File: src/sv/ptw_pkg.sv
package ptw_pkg;

  localparam int FRAMES_DEF        = 64;
  localparam int ENTRIES_PER_FRAME = 512;
  localparam int IDX_W             = 9;
  localparam int FRAME_NUM_W       = 36;
  localparam int VA_W              = 48;
  localparam int WORD_W            = 64;
  localparam int WIDX_W            = 15;
  localparam int ROOT_W            = 6;
  localparam int CFG_DATA_W        = 32;
  localparam int CFG_ADDR_W        = 3;

  // operation codes
  localparam logic OP_WRITE = 1'b0;
  localparam logic OP_WALK  = 1'b1;

  // status codes
  localparam logic [1:0] ST_WRITE   = 2'd0;
  localparam logic [1:0] ST_LEAF    = 2'd1;
  localparam logic [1:0] ST_ABSENT  = 2'd2;
  localparam logic [1:0] ST_OUTSIDE = 2'd3;

  // walk levels
  localparam logic [1:0] LVL_NONE = 2'd0;
  localparam logic [1:0] LVL_1    = 2'd1;
  localparam logic [1:0] LVL_2    = 2'd2;
  localparam logic [1:0] LVL_3    = 2'd3;

  // register index (paddr bit 2)
  localparam logic REG_ROOT_FRAME = 1'b0;

  localparam int PRESENT_BIT = 0;
  localparam int FRAME_LSB   = 12;

  typedef struct packed {
    logic [1:0]      status;
    logic [VA_W-1:0] leaf_entry_address;
    logic [1:0]      stop_level;
  } result_t;

endpackage

File: src/sv/ptw_ctrl.sv
module ptw_ctrl #(
  parameter int FRAMES = ptw_pkg::FRAMES_DEF
) (
  input  logic                                                    clk,
  input  logic                                                    rst_n,
  input  logic [ptw_pkg::ROOT_W-1:0]                              root_frame,
  input  logic                                                    in_valid,
  output logic                                                    in_stall,
  input  logic                                                    in_operation,
  input  logic [ptw_pkg::VA_W-1:0]                                in_virtual_address,
  input  logic [ptw_pkg::WIDX_W-1:0]                              in_word_index,
  input  logic [ptw_pkg::WORD_W-1:0]                              in_word_value,
  output logic                                                    out_valid,
  input  logic                                                    out_stall,
  output ptw_pkg::result_t                                        out_result,
  output logic                                                    mem_wr_en,
  output logic                                                    mem_rd_en,
  output logic [$clog2(FRAMES*ptw_pkg::ENTRIES_PER_FRAME)-1:0]    mem_addr,
  output logic [ptw_pkg::WORD_W-1:0]                              mem_wdata,
  input  logic [ptw_pkg::WORD_W-1:0]                              mem_rdata
);
  import ptw_pkg::*;

  localparam int DEPTH  = FRAMES * ENTRIES_PER_FRAME;
  localparam int ADDR_W = $clog2(DEPTH);
  localparam int FULL_W = FRAME_NUM_W + IDX_W;

  typedef enum logic [2:0] {
    S_IDLE  = 3'b001,
    S_READ  = 3'b010,
    S_CHECK = 3'b100
  } state_t;

  state_t                 state_r, state_nxt;
  logic                   out_valid_r, out_valid_nxt;
  result_t                result_r, result_nxt;
  logic [VA_W-1:0]        va_r, va_nxt;
  logic [FRAME_NUM_W-1:0] frame_r, frame_nxt;
  logic [1:0]             lvl_r, lvl_nxt;

  logic                   accept;
  logic                   outside;
  logic [IDX_W-1:0]       idx;
  logic [FULL_W-1:0]      walk_full;
  logic [FULL_W-1:0]      write_full;
  logic [FRAME_NUM_W-1:0] entry_frame;

  assign in_stall = !((state_r == S_IDLE) && (!out_valid_r || !out_stall));
  assign accept   = in_valid && !in_stall;
  assign outside  = frame_r >= FRAME_NUM_W'(FRAMES);

  always_comb begin
    unique case (lvl_r)
      LVL_3:   idx = va_r[47:39];
      LVL_2:   idx = va_r[38:30];
      LVL_1:   idx = va_r[29:21];
      default: idx = va_r[20:12];
    endcase
  end

  assign walk_full   = {frame_r, idx};
  assign write_full  = FULL_W'(in_word_index);
  assign entry_frame = mem_rdata[FRAME_LSB +: FRAME_NUM_W];

  // store port: writes only from idle, reads only while walking
  assign mem_wr_en = accept && (in_operation == OP_WRITE)
                     && (32'(in_word_index) < 32'(DEPTH));
  assign mem_rd_en = (state_r == S_READ) && !outside;
  assign mem_addr  = (state_r == S_IDLE) ? write_full[ADDR_W-1:0] : walk_full[ADDR_W-1:0];
  assign mem_wdata = in_word_value;

  always_comb begin
    state_nxt     = state_r;
    out_valid_nxt = out_valid_r;
    result_nxt    = result_r;
    va_nxt        = va_r;
    frame_nxt     = frame_r;
    lvl_nxt       = lvl_r;
    if (out_valid_r && !out_stall) begin
      out_valid_nxt = 1'b0;
    end
    unique case (state_r)
      S_IDLE: begin
        if (accept) begin
          if (in_operation == OP_WRITE) begin
            out_valid_nxt = 1'b1;
            result_nxt    = '{status: ST_WRITE, leaf_entry_address: '0, stop_level: LVL_NONE};
          end else begin
            va_nxt    = in_virtual_address;
            frame_nxt = FRAME_NUM_W'(root_frame);
            lvl_nxt   = LVL_3;
            state_nxt = S_READ;
          end
        end
      end
      S_READ: begin
        if (outside) begin
          out_valid_nxt = 1'b1;
          result_nxt    = '{status: ST_OUTSIDE, leaf_entry_address: '0, stop_level: lvl_r};
          state_nxt     = S_IDLE;
        end else begin
          state_nxt = S_CHECK;
        end
      end
      S_CHECK: begin
        if (!mem_rdata[PRESENT_BIT]) begin
          out_valid_nxt = 1'b1;
          result_nxt    = '{status: ST_ABSENT, leaf_entry_address: '0, stop_level: lvl_r};
          state_nxt     = S_IDLE;
        end else if (lvl_r == LVL_1) begin
          out_valid_nxt = 1'b1;
          result_nxt    = '{status: ST_LEAF,
                            leaf_entry_address: {entry_frame, va_r[20:12], 3'b000},
                            stop_level: LVL_NONE};
          state_nxt     = S_IDLE;
        end else begin
          frame_nxt = entry_frame;
          lvl_nxt   = lvl_r - 2'd1;
          state_nxt = S_READ;
        end
      end
      default: state_nxt = S_IDLE;
    endcase
  end

  always_ff @(posedge clk) begin
    if (!rst_n) begin
      state_r     <= S_IDLE;
      out_valid_r <= 1'b0;
    end else begin
      state_r     <= state_nxt;
      out_valid_r <= out_valid_nxt;
    end
  end

  always_ff @(posedge clk) begin
    result_r <= result_nxt;
    va_r     <= va_nxt;
    frame_r  <= frame_nxt;
    lvl_r    <= lvl_nxt;
  end

  assign out_valid  = out_valid_r;
  assign out_result = result_r;

endmodule

File: config.mk
export PLATFORM = sky130hd
export DESIGN_NAME = ptw_ctrl
export DESIGN_NICKNAME = d
export VERILOG_FILES = /design/src/sv/ptw_pkg.sv /design/src/sv/ptw_ctrl.sv
export SDC_FILE = /design/constraint.sdc
export NUM_CORES = 1
export LEC_CHECK = 0
export ABC_AREA = 1
export BUFFER_PORTS_ARGS = -buffer_cell sky130_fd_sc_hd__buf_2
export CORE_AREA = 2 2 133 135
export CTS_BUF_LIST = sky130_fd_sc_hd__clkbuf_4 sky130_fd_sc_hd__clkbuf_8
export DETAILED_ROUTE_END_ITERATION = 7
export DIE_AREA = 0 0 135 137
export PLACE_DENSITY = 0.71
export RECOVER_POWER = 25
export SYNTH_ARGS = -nofsm -noshare
export SYNTH_HDL_FRONTEND = slang
export SYNTH_SLANG_ARGS = --single-unit
File: constraint.sdc
create_clock -name clk -period 9.93 [get_ports clk]
set_input_delay 0.4965 -clock clk [delete_from_list [all_inputs] [get_ports clk]]
set_output_delay 0.4965 -clock clk [all_outputs]
set_load 0.02 [all_outputs]
==> impl_metrics.py, run 1 <==
metrics = {
    "critical_path": {
        "cp_num_buf_inv": 1,
        "cp-end-kind": "flop",
        "critical_path_class": "flop to flop",
        "crit_path_start_kind": "flop",
        "cp_slowest_cell": "nor2_4",
        "path_cells": "nand3_4 > inv_2 > o21ai_1 > nor2_4",
        "crit_family": "simple AND/OR/NAND/NOR gates",
        "cp.arrival_ns": 3.03,
        "cp.required_ns": 9.97,
        "crit_fanout": 79,
        "slowest_delay_ns": 0.89,
    },
    "floorplanning": {
        "rows": 48,
        "die_area_um2": 18500,
        "die_x_um": 135,
        "coreArea_um2": 17100,
        "initial_core_util_pct": 33.6,
        "io_pins": 337,
        "die_y_um": 137,
    },
    "pwr": {
        "p_leak_nw": 3.00,
        "p_clk_share_pct": 33.6,
        "netSwitchingPower_w": 0.000438,
        "p_per_area_nw_per_um2": 219,
        "ir_worst_vdd_mv": 0.104,
        "internal_power_w": 0.00104,
        "switching_share_pct": 29.7,
        "pwr-share-seq_pct": 47.9,
        "pwr-share-comb_pct": 18.5,
    },
    "timing": {
        "drv_slew": 0,
        "rsz0062_at_grt": "no",
        "fin_skew_ns": 0.0157,
        "finalCritPeriodShare_pct": 30.1,
        "max_slew_margin_pct": 24.6,
        "max_clock_freq_mhz": 335,
        "finalSetupViolCount": 0,
        "hold_viol": 0,
        "min_period_ns": 2.99,
        "finalWorstSetupSlack_ns": 6.94,
        "worst_pin_slew_ns": 1.13,
        "final.setup.tns_ns": 0,
    },
    "logic_synthesis": {
        "synth_compound_area_share_pct": 2.36,
        "ys_types": 27,
        "yosys-top-cells-area": "edfxtp_1 64%, buf_4 8.9%, nand2_1 6.6%",
        "synthesis.instances": 535,
        "synth_top_family_by_area": "simple AND/OR/NAND/NOR gates",
        "synth_area_um2": 5740,
        "synthTopCellsByCount": "123 x edfxtp_1, 101 x nand2_1, 79 x nor2_1, 68 x buf_4, 58 x inv_1",
        "synth_enable_flop_cells": 123,
        "yosys.area_share.simple_pct": 16.5,
        "ys_seq_area_share_pct": 65.8,
        "ys.flop_type": "edfxtp_1",
        "synth_warnings": 0,
        "yosysTopAreaCellShare_pct": 64.4,
        "synth_most_common_cell": "edfxtp_1",
        "synthAdderAreaFrac_pct": 0.872,
        "synth_top_area_cell": "edfxtp_1",
        "ys_seq_elements": 127,
        "synthMuxAreaShare_pct": 0,
        "synth_xor_xnor_area_share_pct": 0,
        "syn_avg_cell_area_um2": 10.7,
        "async_flop_share_pct": 0,
    },
    "clocking": {
        "cts_buffers": 17,
        "clockRootBuffer": "clkbuf_8",
        "htreeDepth": 4,
        "cts_sinks": 127,
        "clk_latency_ns": 0.44,
        "cts_resized": 0,
        "ctsLongestPathBuffers": 2,
        "cts_tree": "done",
        "clkSlewWorstSetupHoldPaths_ns": 0.08,
        "ctsHoldBuffers": 0,
        "post_cts_buffers": 0,
    },
    "drt": {
        "totalWireLength_mm": 12.6,
        "dr_wl_met3_um": 699,
        "via_count": 3783,
        "wl_per_cell_um": 14.4,
        "drt_iter0_markers": 192,
        "wl_met2_mm": 6.24,
        "top_layer_used": "met4",
        "remaining_drc_errors": 0,
        "viasPerCell": 4.32,
        "ant_nets": 0,
        "met1_length_mm": 5.35,
        "first_pass_iters": 4,
    },
    "finish": {
        "nets": 844,
        "layout-drive-gt1-share_pct": 32.3,
        "syn2layout_area_growth_pct": 17.2,
        "fill_cells": 1704,
        "diodes": 0,
    },
    "min_path": {
        "hp-class": "input port to flop",
    },
    "placed_design": {
        "gp_congestion": 0.775,
        "hpwlAfterDp_mm": 8.71,
        "pre_cts_ws_ns": 6.84,
        "port_buffers": 166,
    },
    "global_routing": {
        "track_usage_pct": 13.8,
        "antenna_found_initial": 0,
        "grt_max_degree": 80,
        "grt_pass1_vias": 3720,
        "grt_overflow": 0,
        "grt_pass1_wl_mm": 19.1,
    },
    "outcome": {
        "status": "finished, final reports clean",
    },
    "job": {
        "cap_viol_max_count": 0,
    },
}
-- registers in the layout, indices dropped and copies added, names as in the netlist --
| register | count |
|---|---|
| out_result | 49 |
| frame_r | 36 |
| va_r | 36 |
| state_r | 3 |
| lvl_r | 2 |
| out_valid | 1 |
-- cells by family (layout without fill, tap and decap cells) --
kind of cell / Yosys count / after routing
buf+inv: 148 / 262
compound gates: 26 / 26
flops: 127 / 127
fa+ha+maj: 4 / 4
other cells: 1 / 3
simple gates: 229 / 229
-- power by group through the flow --
stage / logic [W] / clock network [W] / registers [W]
4_1_cts: 0.000277 / 0.000509 / 0.000707
6_report: 0.000273 / 0.000496 / 0.000706
3_5_place_dp: 0.000277 / 0 / 0.000719
3_3_place_gp: 0.000274 / 0 / 0.000718
5_1_grt: 0.000297 / 0.000535 / 0.000713
2_1_floorplan: 0.000155 / 0 / 0.000770
-- stage by stage --
step / instances / total power, W / hold slack, ns / utilization [%] / area (um^2)
final: 876 / 0.00147 / 0.236 / 39.4 / 6720
after global routing: 876 / 0.00155 / 0.187 / 39.4 / 6720
after CTS: 876 / 0.00149 / 0.191 / 39.4 / 6720
after detailed placement: 844 / 0.000995 / 0.594 / 36.8 / 6280
after global placement: 844 / 0.000992 / 0.582 / 36.8 / 6280
after floorplan: 537 / 0.000925 / 0.560 / - / 5740
-- cell usage in the layout (no fill, tap or decap), types with 2 or more instances in the layout --
cell	n
nor2_1	77
and2_1	2
clkinvlp_4	2
ha_1	4
nor2_2	2
dfxtp_1	4
clkbuf_8	17
inv_2	4
nor3_1	30
clkinv_2	2
edfxtp_1	123
a21oi_1	20
buf_2	166
inv_1	57
conb_1	3
clkinv_4	3
o21ai_1	2
nand2_1	101
bufinv_16	4
o21ai_0	2
nand3_1	13
inv_6	4
-- path summary, 6_finish.rpt --
check	from	end	slack, ns	cells after the start
min	in_virtual_address[38]	va_r[38]	0.24	1
min reg2reg	va_r[13]	out_result[6]	0.61	2
max	state_r[2]	frame_r[15]	6.94	4
max reg2reg	state_r[2]	frame_r[15]	6.94	4
-- cell type report --
type / count / area, um^2 / area share [%]
Multi-Input combinational cell: 262 / 1150 / 17.1
Timing Repair Buffer: 167 / 838 / 12.5
Clock inverter: 15 / 206 / 3.07
Inverter: 63 / 239 / 3.55
Sequential cell: 127 / 3770 / 56.1
Tap cell: 225 / 282 / 4.19
Clock buffer: 17 / 234 / 3.48
-- worst register-to-register path: stages (launching register included) --
cell and delay (ns):
dfxtp_1 0.42, nand3_4 0.65, inv_2 0.45, o21ai_1 0.18
nor2_4 0.89
-- layer usage --
metal  GRT usage [%]  up-vias
met2            22.3      131
met1            17.0     1744
met5               0        -
met3            4.30       30
met4            6.48        0
li1                -     1878
No activity file was read; power rests on OpenSTA's default activity.
==> inputs of run 2 (changes only) <==
--- a/config.mk
+++ b/config.mk
@@ -7,11 +7,11 @@
 export LEC_CHECK = 0
 export ABC_AREA = 1
 export BUFFER_PORTS_ARGS = -buffer_cell sky130_fd_sc_hd__buf_2
-export CORE_AREA = 2 2 133 135
+export CORE_AREA = 2 2 131 133
 export CTS_BUF_LIST = sky130_fd_sc_hd__clkbuf_4 sky130_fd_sc_hd__clkbuf_8
 export DETAILED_ROUTE_END_ITERATION = 7
-export DIE_AREA = 0 0 135 137
-export PLACE_DENSITY = 0.71
+export DIE_AREA = 0 0 133 135
+export PLACE_DENSITY = 0.73
 export RECOVER_POWER = 25
 export SYNTH_ARGS = -nofsm -noshare
 export SYNTH_HDL_FRONTEND = slang
==> constraint.sdc (replaced) <==
create_clock -name clk -period 3.1 [get_ports clk]
set_input_delay 0.155 -clock clk [delete_from_list [all_inputs] [get_ports clk]]
set_output_delay 0.155 -clock clk [all_outputs]
set_load 0.02 [all_outputs]
==> run 2 against run 1 <==
Against the previous run: combinational power rose to 3.5 times the previous value; sequential share of layout area fell by 3.7 points; flip-flop and latch count did not move; die area fell by 2.9%; sequential power rose to 3.2 times the previous value; critical path type is now flop to primary output; via count rose by 6.8%; count of clock-buffer cells in the layout did not move; wire length rose by 4.8%.
==> impl_metrics.py, run 2 (same netlist as run 1, synthesis figures left out) <==
metrics = {
    "min_path": {
        "hp-start": "mem_rdata[16]",
        "hp-class": "input port to flop",
        "worstHoldEndpoint": "frame_r[4]",
        "holdPathStages": 3,
    },
    "critical_path": {
        "cp.required_ns": 2.94,
        "cp.arrival_ns": 2.18,
        "cp-end-kind": "primary output",
        "crit_path_start_kind": "flop",
        "crit_fanout": 10,
        "rrSetupSlack_ns": 0.84,
        "worstRegToRegCells": 9,
        "critical_path_class": "flop to primary output",
        "r2r_end": "out_result[49]",
        "reg2reg_from": "lvl_r[1]",
    },
    "drt": {
        "ant_nets": 0,
        "drt_iter0_markers": 232,
        "via_count": 4039,
        "totalWireLength_mm": 13.2,
        "viasPerCell": 4.39,
        "remaining_drc_errors": 0,
        "first_pass_iters": 4,
        "wl_per_cell_um": 14.3,
    },
    "timing": {
        "final.setup.tns_ns": 0,
        "max_clock_freq_mhz": 429,
        "max_slew_margin_pct": 53.8,
        "fin_skew_ns": 0.0107,
        "drv_slew": 0,
        "finalSetupViolCount": 0,
        "hold_viol": 0,
        "rsz0062_at_grt": "no",
        "finalCritPeriodShare_pct": 75.2,
        "min_period_ns": 2.33,
        "worst_pin_slew_ns": 0.692,
    },
    "placed_design": {
        "port_buffers": 166,
        "gp_congestion": 0.810,
        "hpwlAfterDp_mm": 8.81,
    },
    "pwr": {
        "p_per_area_nw_per_um2": 654,
        "ir_worst_vdd_mv": 0.403,
        "p_leak_nw": 3.19,
    },
    "finish": {
        "fill_cells": 1518,
        "final_common_cell": "buf_2",
        "layout-drive-gt1-share_pct": 30.2,
        "nets": 892,
        "layout_common_cells": "165 x buf_2, 123 x edfxtp_1, 101 x nand2_1",
        "largest_register_ffs": 49,
        "syn2layout_area_growth_pct": 25.4,
        "fin_util_pct": 43.8,
    },
    "clocking": {
        "clk_latency_ns": 0.44,
        "ctsLongestPathBuffers": 2,
        "cts_resized": 0,
        "clkSlewWorstSetupHoldPaths_ns": 0.08,
        "clockRootBuffer": "clkbuf_8",
        "htreeDepth": 4,
        "cts_tree": "done",
        "cts_buffers": 17,
        "post_cts_buffers": 0,
        "cts_sinks": 127,
        "ctsHoldBuffers": 45,
    },
    "global_routing": {
        "grt_overflow": 0,
        "grt_max_degree": 68,
        "grt_pass1_vias": 4208,
        "grt_pass1_wl_mm": 20.4,
        "antenna_found_initial": 1,
        "track_usage_pct": 14.9,
    },
    "job": {
        "cap_viol_max_count": 0,
    },
    "outcome": {
        "status": "finished, final reports clean",
    },
    "floorplanning": {
        "io_pins": 337,
        "coreArea_um2": 16400,
        "initial_core_util_pct": 35.0,
        "rows": 47,
        "die_x_um": 133,
        "die_area_um2": 18000,
        "die_y_um": 135,
    },
}
-- run 2: critical path, stage by stage, from the launching register on --
cell      delay (ns)
edfxtp_1        0.44
inv_1           0.13
ha_1            0.38
clkinv_1        0.34
nand2_1         0.19
a21oi_1         0.09
buf_2           0.17
-- run 2: how the worst max path moves through the flow --
| stage | start | to | slack [ns] | cells after the start |
|---|---|---|---|---|
| 2_1_floorplan | state_r[2] | va_r[12] | 0.25 | 6 |
| 3_3_place_gp | lvl_r[1] | out_result[22] | 0.89 | 9 |
| 3_5_place_dp | lvl_r[1] | out_result[44] | 0.84 | 9 |
| 4_1_cts | lvl_r[0] | mem_addr[4] | 0.75 | 6 |
| 5_1_grt | lvl_r[0] | mem_addr[4] | 0.54 | 6 |
| 6_report | lvl_r[0] | mem_addr[4] | 0.77 | 6 |
-- run 2: routing by layer --
metal | part of all wire (%) | global-route usage, %
met3 | 5.0 | 3.83
met1 | 39 | 16.2
met5 | 0 | 0
met4 | 3.5 | 8.84
met2 | 52 | 26.4
-- run 2: power by group --
| part | switching [W] | internal, W | leakage [nW] |
|---|---|---|---|
| Sequential | 0.0000654 | 0.00219 | 1.21 |
| Combinational | 0.000648 | 0.000303 | 1.78 |
| Clock | 0.000693 | 0.000805 | 0.201 |
-- run 2: layout make-up --
class	instances	area, um^2	share of cell area [%]
multi-input cells	262	1150	16.0
diodes	1	2.50	0.0348
flip-flops and latches	127	3770	52.5
clock buffers	17	234	3.25
inverters	63	239	3.32
well taps	220	275	3.83
clock inverters	15	183	2.54
repair buffers	215	1340	18.6
-- run 2: metrics by stage --
stage,hold slack (ns),setup slack [ns],cells,area (um^2),total power (W)
2_1_floorplan,0.254,0.255,537,5750,0.00296
3_3_place_gp,0.310,0.885,842,6320,0.00319
3_5_place_dp,0.310,0.845,842,6320,0.00321
4_1_cts,0.000614,0.753,919,7190,0.00475
5_1_grt,0.0146,0.543,920,7190,0.00492
6_report,0.0300,0.769,920,7190,0.00471
